[src/design/key_value_table_unit_defines.svh]
// ---------------------------------------------------------------------------
// Key/value table assertion macros
// Shared concurrent assertion wrappers, clocked on clk; KVT_ASSERT is gated by rst_n.
// ---------------------------------------------------------------------------
`ifndef KEY_VALUE_TABLE_UNIT_DEFINES_SVH
`define KEY_VALUE_TABLE_UNIT_DEFINES_SVH

`ifndef ASSERT_OFF
// Checked only while the block is out of reset.
`define KVT_ASSERT(lbl, prop, msg) \
  lbl: assert property (@(posedge clk) disable iff (!rst_n) prop) else $error(msg);
// Checked at every edge, reset included.
`define KVT_ASSERT_RST(lbl, prop, msg) \
  lbl: assert property (@(posedge clk) prop) else $error(msg);
`else
`define KVT_ASSERT(lbl, prop, msg)
`define KVT_ASSERT_RST(lbl, prop, msg)
`endif

`endif

[src/design/kvt_pkg.sv]
// ---------------------------------------------------------------------------
// Key/value table package
// Field widths, request codes and the controller/datapath interface types.
// ---------------------------------------------------------------------------
package kvt_pkg;

  localparam int DEF_CAPACITY = 16;

  localparam int REQ_W       = 2;
  localparam int KEY_W       = 32;
  localparam int VAL_W       = 32;
  localparam int CNT_OUT_W   = 5;
  localparam int IN_TDATA_W  = KEY_W + VAL_W;
  localparam int OUT_TDATA_W = ((VAL_W + CNT_OUT_W + 7) / 8) * 8;
  localparam int OUT_TUSER_W = 2;

  localparam logic [VAL_W-1:0] NO_VALUE = '1;

  typedef enum logic [REQ_W-1:0] {
    REQ_LOOKUP = 2'd0,
    REQ_DEFINE = 2'd1,
    REQ_ERASE  = 2'd2
  } req_t;

  typedef enum logic [1:0] {
    WR_NONE   = 2'd0,
    WR_UPDATE = 2'd1,
    WR_APPEND = 2'd2,
    WR_MOVE   = 2'd3
  } wr_op_t;

  typedef struct packed {
    logic   load;
    logic   scan_step;
    logic   rd_last;
    wr_op_t wr_op;
    logic   flag_full;
    logic   push;
  } kvt_cmd_t;

  typedef struct packed {
    req_t req;
    logic hit;
    logic miss;
    logic full;
    logic out_busy;
  } kvt_sts_t;

endpackage

[src/design/key_value_table_unit.sv]
// ---------------------------------------------------------------------------
// Key/value table unit
// Associative table of unique keys with values, searched linearly.
// ---------------------------------------------------------------------------
// Requests arrive on the in_ stream: tuser carries the request kind (lookup,
// define or erase), tdata the key and the value to store. Each request gives
// exactly one result on the out_ stream: tdata the read value (all ones when
// there is none) and the entry count afterwards, tuser the found and
// full-error flags.
// One request is worked on at a time. The key and value memories are swept
// one entry per cycle through a registered read port, and the sweep stops at
// the first match; an unused request code goes straight to the result. A
// define that writes then passes through an update or append state, and an
// erase that matches through a fetch and a move state, which fetch the last
// entry and move it into the freed slot. The next request is accepted in the
// cycle after the result is registered, even while that result still waits
// to be taken.
// Reset empties the table at once; the memories are not cleared, as only
// entries below the count are ever read. When the receiver stalls, the
// finished result holds in the output register and the controller waits
// before registering the next one.
// ---------------------------------------------------------------------------
module key_value_table_unit #(
  parameter int CAPACITY = kvt_pkg::DEF_CAPACITY
) (
  input  logic                               clk,
  input  logic                               rst_n,
  input  logic                               in_tvalid,
  output logic                               in_tready,
  // Fields from bit 0: key [31:0], new_value [63:32].
  input  logic [kvt_pkg::IN_TDATA_W-1:0]     in_tdata,
  // Fields from bit 0: req_type [1:0].
  input  logic [kvt_pkg::REQ_W-1:0]          in_tuser,
  output logic                               out_tvalid,
  input  logic                               out_tready,
  // Fields from bit 0: read_value [31:0], entry_count [36:32], zero fill [39:37].
  output logic [kvt_pkg::OUT_TDATA_W-1:0]    out_tdata,
  // Fields from bit 0: found [0], full_error [1].
  output logic [kvt_pkg::OUT_TUSER_W-1:0]    out_tuser
);
  import kvt_pkg::*;

  localparam int PAD_W = OUT_TDATA_W - VAL_W - CNT_OUT_W;

  kvt_cmd_t             cmd;
  kvt_sts_t             sts;
  logic                 res_found;
  logic [VAL_W-1:0]     res_value;
  logic                 res_full;
  logic [CNT_OUT_W-1:0] res_count;

  // Controller: one request in flight, sequencing the datapath.
  kvt_ctrl u_ctrl (
    .clk      (clk),
    .rst_n    (rst_n),
    .in_valid (in_tvalid),
    .in_ready (in_tready),
    .sts      (sts),
    .cmd      (cmd)
  );

  // Datapath: memories, scan pipeline and the output register.
  kvt_dp #(
    .CAPACITY (CAPACITY)
  ) u_dp (
    .clk       (clk),
    .rst_n     (rst_n),
    .in_req    (in_tuser),
    .in_key    (in_tdata[KEY_W-1:0]),
    .in_val    (in_tdata[KEY_W+VAL_W-1:KEY_W]),
    .cmd       (cmd),
    .sts       (sts),
    .out_ready (out_tready),
    .out_valid (out_tvalid),
    .out_found (res_found),
    .out_value (res_value),
    .out_full  (res_full),
    .out_count (res_count)
  );

  assign out_tdata = {{PAD_W{1'b0}}, res_count, res_value};
  assign out_tuser = {res_full, res_found};

endmodule

[src/design/kvt_dp.sv]
// ---------------------------------------------------------------------------
// Key/value table datapath
// Request registers, key and value memories, scan pipeline and result register.
// ---------------------------------------------------------------------------
`include "key_value_table_unit_defines.svh"

module kvt_dp #(
  parameter int CAPACITY = kvt_pkg::DEF_CAPACITY
) (
  input  logic                            clk,
  input  logic                            rst_n,
  input  logic [kvt_pkg::REQ_W-1:0]       in_req,
  input  logic [kvt_pkg::KEY_W-1:0]       in_key,
  input  logic [kvt_pkg::VAL_W-1:0]       in_val,
  input  kvt_pkg::kvt_cmd_t               cmd,
  output kvt_pkg::kvt_sts_t               sts,
  input  logic                            out_ready,
  output logic                            out_valid,
  output logic                            out_found,
  output logic [kvt_pkg::VAL_W-1:0]       out_value,
  output logic                            out_full,
  output logic [kvt_pkg::CNT_OUT_W-1:0]   out_count
);
  import kvt_pkg::*;

  localparam int IDX_W = $clog2(CAPACITY);
  localparam int CNT_W = $clog2(CAPACITY + 1);

  logic [KEY_W-1:0] key_mem [CAPACITY];
  logic [VAL_W-1:0] val_mem [CAPACITY];

  req_t             req_r;
  logic [KEY_W-1:0] key_r;
  logic [VAL_W-1:0] val_r;
  logic [CNT_W-1:0] count_r;
  logic [CNT_W-1:0] scan_cnt_r;
  logic             cmp_vld_r;
  logic [IDX_W-1:0] cmp_idx_r;
  logic [IDX_W-1:0] slot_r;
  logic [KEY_W-1:0] key_rd_r;
  logic [VAL_W-1:0] val_rd_r;
  logic             found_r;
  logic             full_r;
  logic [VAL_W-1:0] res_val_r;

  logic             out_valid_r;
  logic             out_found_r;
  logic [VAL_W-1:0] out_value_r;
  logic             out_full_r;
  logic [CNT_OUT_W-1:0] out_count_r;

  logic             issue_ok;
  logic             hit;
  logic             is_full;
  logic [IDX_W-1:0] last_idx;
  logic [IDX_W-1:0] rd_addr;
  logic [IDX_W-1:0] wr_addr;
  logic             key_we;
  logic             val_we;
  logic [KEY_W-1:0] wr_key;
  logic [VAL_W-1:0] wr_val;

  assign issue_ok = (scan_cnt_r < count_r);
  assign hit      = cmp_vld_r && (key_rd_r == key_r);
  assign is_full  = (count_r == CNT_W'(CAPACITY));
  assign last_idx = IDX_W'(count_r - 1'b1);
  assign rd_addr  = cmd.rd_last ? last_idx : scan_cnt_r[IDX_W-1:0];

  always_comb begin
    wr_addr = slot_r;
    key_we  = 1'b0;
    val_we  = 1'b0;
    wr_key  = key_r;
    wr_val  = val_r;
    case (cmd.wr_op)
      WR_UPDATE: begin
        val_we = 1'b1;
      end
      WR_APPEND: begin
        wr_addr = count_r[IDX_W-1:0];
        key_we  = 1'b1;
        val_we  = 1'b1;
      end
      WR_MOVE: begin
        key_we = 1'b1;
        val_we = 1'b1;
        wr_key = key_rd_r;
        wr_val = val_rd_r;
      end
      default: begin
        key_we = 1'b0;
      end
    endcase
  end

  // Both memories share one read address and one write address.
  always_ff @(posedge clk) begin
    if (key_we) begin
      key_mem[wr_addr] <= wr_key;
    end
    key_rd_r <= key_mem[rd_addr];
  end

  always_ff @(posedge clk) begin
    if (val_we) begin
      val_mem[wr_addr] <= wr_val;
    end
    val_rd_r <= val_mem[rd_addr];
  end

  // Request payload and per-request results.
  always_ff @(posedge clk) begin
    if (cmd.load) begin
      req_r     <= req_t'(in_req);
      key_r     <= in_key;
      val_r     <= in_val;
      found_r   <= 1'b0;
      full_r    <= 1'b0;
      res_val_r <= NO_VALUE;
    end else begin
      if (cmd.scan_step && hit) begin
        found_r <= 1'b1;
        slot_r  <= cmp_idx_r;
        if (req_r == REQ_LOOKUP) begin
          res_val_r <= val_rd_r;
        end
      end
      if (cmd.flag_full) begin
        full_r <= 1'b1;
      end
    end
    if (cmd.scan_step) begin
      cmp_idx_r <= scan_cnt_r[IDX_W-1:0];
    end
    if (cmd.push) begin
      out_found_r <= found_r;
      out_value_r <= res_val_r;
      out_full_r  <= full_r;
      out_count_r <= CNT_OUT_W'(count_r);
    end
  end

  // Control state: entry count, scan pointer and output valid.
  always_ff @(posedge clk) begin
    if (!rst_n) begin
      count_r     <= '0;
      scan_cnt_r  <= '0;
      cmp_vld_r   <= 1'b0;
      out_valid_r <= 1'b0;
    end else begin
      if (cmd.load) begin
        scan_cnt_r <= '0;
        cmp_vld_r  <= 1'b0;
      end else if (cmd.scan_step) begin
        cmp_vld_r <= issue_ok;
        if (issue_ok) begin
          scan_cnt_r <= scan_cnt_r + 1'b1;
        end
      end
      if (cmd.wr_op == WR_APPEND) begin
        count_r <= count_r + 1'b1;
      end else if (cmd.wr_op == WR_MOVE) begin
        count_r <= count_r - 1'b1;
      end
      if (cmd.push) begin
        out_valid_r <= 1'b1;
      end else if (out_ready) begin
        out_valid_r <= 1'b0;
      end
    end
  end

  assign sts.req      = req_r;
  assign sts.hit      = hit;
  assign sts.miss     = !cmp_vld_r && !issue_ok;
  assign sts.full     = is_full;
  assign sts.out_busy = out_valid_r && !out_ready;

  assign out_valid = out_valid_r;
  assign out_found = out_found_r;
  assign out_value = out_value_r;
  assign out_full  = out_full_r;
  assign out_count = out_count_r;

  `KVT_ASSERT(a_count_in_range, count_r <= CNT_W'(CAPACITY), "entry count above capacity")
  `KVT_ASSERT(a_append_not_full, (cmd.wr_op == WR_APPEND) |-> !is_full, "append into full table")
  `KVT_ASSERT(a_push_free, cmd.push |-> !(out_valid_r && !out_ready), "result overwritten")
  `KVT_ASSERT_RST(a_reset_empty, !rst_n |=> (count_r == '0), "table not empty after reset")

endmodule

[src/design/kvt_ctrl.sv]
// ---------------------------------------------------------------------------
// Key/value table controller
// Sequences search, write-back and result hand-off for one request at a time.
// ---------------------------------------------------------------------------
`include "key_value_table_unit_defines.svh"

module kvt_ctrl (
  input  logic               clk,
  input  logic               rst_n,
  input  logic               in_valid,
  output logic               in_ready,
  input  kvt_pkg::kvt_sts_t  sts,
  output kvt_pkg::kvt_cmd_t  cmd
);
  import kvt_pkg::*;

  typedef enum logic [2:0] {
    ST_IDLE,
    ST_SCAN,
    ST_UPDATE,
    ST_APPEND,
    ST_FETCH,
    ST_MOVE,
    ST_FINISH
  } state_t;

  state_t state_r;
  state_t state_nxt;

  always_comb begin
    state_nxt = state_r;
    cmd       = '0;
    in_ready  = 1'b0;
    unique case (state_r)
      ST_IDLE: begin
        in_ready = 1'b1;
        if (in_valid) begin
          cmd.load  = 1'b1;
          state_nxt = ST_SCAN;
        end
      end
      ST_SCAN: begin
        cmd.scan_step = 1'b1;
        if (sts.req != REQ_LOOKUP && sts.req != REQ_DEFINE && sts.req != REQ_ERASE) begin
          state_nxt = ST_FINISH;
        end else if (sts.hit) begin
          unique case (sts.req)
            REQ_DEFINE: state_nxt = ST_UPDATE;
            REQ_ERASE:  state_nxt = ST_FETCH;
            default:    state_nxt = ST_FINISH;
          endcase
        end else if (sts.miss) begin
          if (sts.req == REQ_DEFINE) begin
            if (sts.full) begin
              cmd.flag_full = 1'b1;
              state_nxt     = ST_FINISH;
            end else begin
              state_nxt = ST_APPEND;
            end
          end else begin
            state_nxt = ST_FINISH;
          end
        end
      end
      ST_UPDATE: begin
        cmd.wr_op = WR_UPDATE;
        state_nxt = ST_FINISH;
      end
      ST_APPEND: begin
        cmd.wr_op = WR_APPEND;
        state_nxt = ST_FINISH;
      end
      ST_FETCH: begin
        cmd.rd_last = 1'b1;
        state_nxt   = ST_MOVE;
      end
      ST_MOVE: begin
        cmd.wr_op = WR_MOVE;
        state_nxt = ST_FINISH;
      end
      ST_FINISH: begin
        if (!sts.out_busy) begin
          cmd.push  = 1'b1;
          state_nxt = ST_IDLE;
        end
      end
      default: begin
        state_nxt = ST_IDLE;
      end
    endcase
  end

  always_ff @(posedge clk) begin
    if (!rst_n) begin
      state_r <= ST_IDLE;
    end else begin
      state_r <= state_nxt;
    end
  end

  `KVT_ASSERT(a_move_fetch, (state_r == ST_MOVE) |-> $past(state_r == ST_FETCH), "stray move")
  `KVT_ASSERT(a_erase_only_moves, (state_r == ST_FETCH) |-> (sts.req == REQ_ERASE), "fetch on non-erase")
  `KVT_ASSERT(a_push_when_free, cmd.push |-> !sts.out_busy, "push while result waits")

endmodule

[config.mk]
export PLATFORM = sky130hd
export DESIGN_NAME = key_value_table_unit
export DESIGN_NICKNAME = d
export VERILOG_FILES = /design/src/design/kvt_pkg.sv /design/src/design/key_value_table_unit.sv /design/src/design/kvt_dp.sv /design/src/design/kvt_ctrl.sv
export VERILOG_INCLUDE_DIRS = /design/src /design/src/design
export SDC_FILE = /design/constraint.sdc
export NUM_CORES = 1
export LEC_CHECK = 0
export ABC_AREA = 1
export BUFFER_PORTS_ARGS = -buffer_cell sky130_fd_sc_hd__buf_2
export CAP_MARGIN = 0
export CORE_MARGIN = 2
export CORE_UTILIZATION = 35
export DETAILED_ROUTE_END_ITERATION = 7
export SYNTH_ARGS = -nofsm -noshare
export SYNTH_HDL_FRONTEND = slang
export SYNTH_SLANG_ARGS = --single-unit
[constraint.sdc]
create_clock -name clk -period 5.3 [get_ports clk]
set_input_delay 0.795 -clock clk [delete_from_list [all_inputs] [get_ports clk]]
set_output_delay 0.795 -clock clk [all_outputs]
set_load 0.01 [all_outputs]
==> results.cfg, run 1 <==
[synth]
synth_area_leader_cell = edfxtp_1
synth.area.top_cells = edfxtp_1 (71%), o21ai_0 (4.8%), dfxtp_1 (4.7%)
ys_seq_elements = 1250
synthCells = 3612
synth_seq_area_share = 0.757
avgSynthCellArea_um2 = 13.3
yosysWarnings = 0
synthesis.area_um2 = 48100
synth_cell_types = 44
synthDominantCellAreaShare = 0.710

[clocking]
cts_buffer_depth = 3
cts_resized = 0
cts_max_level = 3
clock-root-buffer = clkbuf_16
post-cts-setup-buffers = 0
cts_tree = done
postCtsHoldBufs = 0
clk_pin_slew_ns = 0.07
numCtsBuffers = 119
clkSinkCount = 1250
clk_latency_ns = 0.73

[setup_path]
critPathCaptureType = flip-flop
cp_data_arrival_time_ns = 3.85
rrSetupSlack_ns = 1.84
startpoint_type = flip-flop
path_max_fanout = 20
startpoint = u_ctrl.state_r[1]
rr_worst_depth = 11
r2r-start = u_ctrl.state_r[1]
crit_end = u_dp.val_mem[10][11]
crit_type = reg2reg
worstReg2RegEnd = u_dp.val_mem[10][11]
required_ns = 5.69

[route]
final_antenna_net_count = 0
vias_per_cell = 5.34
drtIter0Drc = 3108
vias = 30000
routedWlPerCell_um = 22.3
wl_um = 126000
dr.pass1.iters = 5
drc_errors = 0

[timing]
setup_viol = 0
slew_headroom = 0.153
worstMarginPinSlew_ns = 1.26
fmax_mhz = 289
period_minus_slack_ns = 3.46
fin_crit_sh = 0.653
clock_skew_ns = 0.0339
rsz0062_at_grt = false
slew_violations = 0
setup_ws_ns = 1.84
hold_viol = 0
setup-tns-final_ns = 0

[run_status]
status = completed

[power_and_ir_drop]
vdd.ir_drop.worst_mv = 0.506
power_w = 0.0290
leakage_nw = 18.3
p_per_area_nw_per_um2 = 528

[die]
die_w_um = 375
initial_core_util = 0.354
core_area_um2 = 136000
rows = 135
die_y_um = 375
dieArea_um2 = 140000
num_io_pins = 114

[finish]
layout_common_cells = edfxtp_1 (1137), nor2_1 (568), o21ai_0 (454)
area_growth_pct = 14.2
finalInstanceArea_um2 = 54900
diodes = 0
final_common_cell = edfxtp_1
drive_above_1_share = 0.126
nets = 3813

[place]
gp_congestion = 0.816
dp_slack_ns = 1.84
place_area_um2 = 51100
hpwlAfterDp_um = 68100
numPortBuffers = 110

[grt]
grt_pass1_vias = 29200
grt_pass1_wl_um = 187000
overflow = 0
track_usage = 0.176
grt_max_degree = 207
antenna_found_initial = 3

[run]
maxCapViolCount = 0

[min_path]
hp-class = in2reg
per-layer routing:
metal	wire length [um]	track usage
met3	9140	0.0313
met5	27	0
met1	55200	0.249
met2	58500	0.280
met4	2690	0.0441
registers in the layout, indices dropped and copies added, names as in the netlist:
signal / count
u_dp.out_count: 5
u_dp.scan_cnt_r: 5
u_dp.out_found: 1
u_dp.out_full: 1
u_dp.out_valid: 1
u_dp.key_rd_r: 32
u_dp.req_r: 2
u_dp.key_r: 32
u_dp.full_r: 1
u_dp.val_mem: 512
u_dp.cmp_idx_r: 4
u_dp.cmp_vld_r: 1
u_dp.found_r: 1
u_dp.out_value: 32
u_dp.slot_r: 4
u_dp.count_r: 5
u_dp.res_val_r: 32
u_dp.val_rd_r: 32
u_dp.key_mem: 512
u_ctrl.state_r: 3
u_dp.val_r: 32
worst max-delay path, stage by stage, from the launching register on:
cell	delay, ns
dfxtp_1	0.38
inv_1	0.07
nor2_1	0.14
inv_1	0.07
nor2_1	0.22
inv_1	0.18
o21ai_0	0.33
inv_1	0.10
nor2_1	0.24
nand2_1	0.20
nor2_4	0.77
buf_4	0.42
where the power goes:
group	internal [W]	total (W)	switching, W
clock	0.00453	0.00817	0.00364
combinational	0.00221	0.00822	0.00602
sequential	0.0122	0.0126	0.000359
total	0.0190	0.0290	0.0100
Yosys cell counts (all sizes together):
| cell | n |
|---|---|
| a211oi | 2 |
| a21oi | 12 |
| a221oi | 2 |
| a31oi | 1 |
| a32o | 1 |
| and3 | 1 |
| buf | 133 |
| clkbuf | 106 |
| clkinv | 3 |
| conb | 1 |
| dfxtp | 113 |
| edfxtp | 1137 |
| ha | 8 |
| inv | 128 |
| nand2 | 303 |
| nand3 | 70 |
| nand4 | 10 |
| nor2 | 605 |
| nor3 | 6 |
| nor3b | 4 |
| nor4 | 2 |
| o2111a | 2 |
| o2111ai | 1 |
| o211ai | 100 |
| o21ai | 585 |
| o221ai | 190 |
| o22ai | 67 |
| or2 | 9 |
| xnor2 | 6 |
| xor2 | 4 |
stage by stage:
stage          hold slack (ns)  instances  utilization
2_1_floorplan            0.400       3614            -
3_3_place_gp             0.407       5395        0.376
3_5_place_dp             0.410       5395        0.376
4_1_cts                  0.197       5619        0.404
5_1_grt                  0.212       5619        0.404
6_report                 0.236       5619        0.404
final cells by class:
cell class | instances | area, um^2
Tap cell | 1781 | 2230
Fill cell | 12500 | 81100
Inverter | 131 | 524
Clock buffer | 156 | 3270
Sequential cell | 1250 | 36400
Multi-Input combinational cell | 1994 | 10400
Clock inverter | 68 | 482
Timing Repair Buffer | 239 | 1580
worst min-delay path by stage:
stage / slack [ns] / cells after the start / start / to
floorplan: 0.40 / 0 / u_dp.cmp_idx_r[0] / u_dp.slot_r[0]
global placement: 0.41 / 0 / u_dp.cmp_idx_r[2] / u_dp.slot_r[2]
detailed placement: 0.41 / 0 / u_dp.cmp_idx_r[1] / u_dp.slot_r[1]
CTS: 0.20 / 1 / in_tdata[44] / u_dp.val_r[12]
global route: 0.21 / 1 / in_tdata[48] / u_dp.val_r[16]
finish: 0.24 / 1 / in_tdata[42] / u_dp.val_r[10]
cell families after synthesis:
| family | after synthesis | synth area share |
|---|---|---|
| buf+inv | 370 | 0.0325 |
| compound gates | 963 | 0.123 |
| flops | 1250 | 0.757 |
| fa+ha+maj | 8 | 0.00208 |
| xor+xnor | 10 | 0.00182 |
| simple gates | 1010 | 0.0829 |
| other cells | 1 | 0.0000780 |
(Power assumes the default switching activity.)
==> run 2: changes to the inputs <==
Clock period 5.3 ns to 2.95 ns, I/O delays scaled along.
==> run 2 against run 1 <==
Combinational power grew 98%. Wire length decreased by 1.8%. Utilization up 1.3 points. Die area unchanged. Maximum frequency increased by 28%. First-iteration DRC count rose by 5.9%. Clock skew fell by 0.013 ns. Flip-flop and latch count is the same. Count of clock-buffer cells in the layout did not move. Clock power rose by 81%. Total power increased by 85%. Cell count up 2.0%. Critical endpoint is now u_dp.key_mem[3][9].
==> results.cfg, run 2 (synthesis results as in run 1) <==
[run_status]
status = completed

[setup_path]
cpMaxStageDelayCell = dfxtp_1
worst-path-buf-inv = 5
path_max_fanout = 32
required_ns = 3.34
crit_type = reg2reg
cp_data_arrival_time_ns = 3.10
startpoint_type = flip-flop
cp_slowest_stage_delay_ns = 0.38
critical_path.top_delay_family = simple AND/OR/NAND/NOR gates
crit_top_cell = inv_1
worstPathCellList = inv_1, nor2_1, inv_1, nor2_1, inv_1, o21ai_0, inv_1, nor2_1, nand2_1, nor2_4, buf_12
critPathCaptureType = flip-flop

[finish]
register_area_um2 = 36400
layout_common_cells = edfxtp_1 (1137), nor2_1 (568), o21ai_0 (436)
drive_above_1_share = 0.132
diodes = 0
multiInputGateArea_um2 = 10400
final_cells = 5730
n_fill_cell = 12300
nets = 3926
final_core_util = 0.417
area_growth_pct = 17.9
final_common_cell = edfxtp_1
top_regs = u_dp.key_mem: 512 flops, u_dp.val_mem: 512 flops

[clocking]
cts_max_level = 3
clkSinkCount = 1250
clk_latency_ns = 0.72
cts_tree = done
cts_buffer_depth = 3
numCtsBuffers = 115
post-cts-setup-buffers = 0
clock-root-buffer = clkbuf_16
clk_pin_slew_ns = 0.06

[die]
initial_core_util = 0.354
dieArea_um2 = 140000
die_w_um = 375
num_io_pins = 114
core_area_um2 = 136000
rows = 135
die_y_um = 375

[power_and_ir_drop]
vdd.ir_drop.worst_mv = 0.614
leakage_nw = 19.0
p_per_area_nw_per_um2 = 948
power_w = 0.0537

[grt]
overflow = 0
grt_pass1_wl_um = 186000
grt_pass1_vias = 29300
grt_max_degree = 109
track_usage = 0.173
antenna_found_initial = 3

[min_path]
hp-class = in2reg

[timing]
slew_violations = 0
setup_viol = 0
fin_crit_sh = 0.919
rsz0062_at_grt = true
worstMarginPinSlew_ns = 1.13
hold_viol = 0
period_minus_slack_ns = 2.71
whs_ns = 0.0702
slew_headroom = 0.245
fmax_mhz = 369
clock_skew_ns = 0.0207

[place]
dp.cells = 5445
hpwlAfterDp_um = 70400
gp_congestion = 0.827
numPortBuffers = 110

[route]
final_antenna_net_count = 0
routedWlPerCell_um = 21.5
drtIter0Drc = 3292
drc_errors = 0
dr.pass1.iters = 7
wl_um = 123000
vias = 30100
vias_per_cell = 5.26

[run]
maxCapViolCount = 0
==> run 2: cell types whose count changed in the layout (fill, tap and decap cells not counted), moves of 5 or more <==
cell,before,now
buf_12,5,64
buf_4,124,115
bufinv_16,4,9
clkbuf_1,23,31
clkbuf_8,13,8
clkinv_2,33,25
dlygate4sd3_1,0,67
o21ai_0,454,436
o21ai_1,127,145
==> run 2: worst paths after layout <==
check	start	slack (ns)	cells past startpoint	end
max reg2reg	u_ctrl.state_r[1]	0.24	11	u_dp.key_mem[3][9]
max	u_ctrl.state_r[1]	0.24	11	u_dp.key_mem[3][9]
min reg2reg	u_dp.cmp_idx_r[1]	0.42	0	u_dp.slot_r[1]
min	out_tready	0.07	4	u_dp.out_valid
==> run 2: worst min-delay path: cells and delay by family <==
| family | cells | cell delay, ns |
|---|---|---|
| compound gates | 1 | 0.07 |
| buf+inv | 2 | 0.14 |
| simple gates | 1 | 0.07 |
==> run 2: timing repair <==
action / CTS / global route
endpoints found under the hold margin: 68 / 0
setup endpoints to repair: 0 / 72
resized for setup: 0 / 1
hold buffers: 67 / 0
==> run 2: layout make-up <==
cell class                 count  area share
multi-input combinational   1994       0.184
clock buffer                 156      0.0557
inverter                     131     0.00921
clock inverter                62      0.0102
sequential                  1250       0.643
timing repair buffer         356      0.0594
tap                         1781      0.0393
==> run 2: where the power goes <==
group,leakage [nW],total (W),internal [W],switching (W)
logic,5.98,0.0163,0.00487,0.0114
registers,11.2,0.0226,0.0219,0.000651
clock network,1.83,0.0148,0.00830,0.00650
total,19.0,0.0537,0.0351,0.0186
==> run 2: per-stage QoR <==
step                      setup slack (ns)  instance area (um^2)  setup TNS [ns]
after global placement               0.171                 52300               0
final                                0.238                 56700               0
after detailed placement             0.247                 52300               0
after floorplan                     -0.301                 48100         -283.29
after CTS                            0.205                 56700               0
after global routing               -0.0187                 56700          -0.291
==> run 2: per-layer routing <==
metal	GRT usage	vias up	wire, um
li1	-	13900	-
met1	0.244	15000	54400
met2	0.279	1062	58000
met3	0.0295	187	8330
met4	0.0408	2	2590
met5	0	-	8
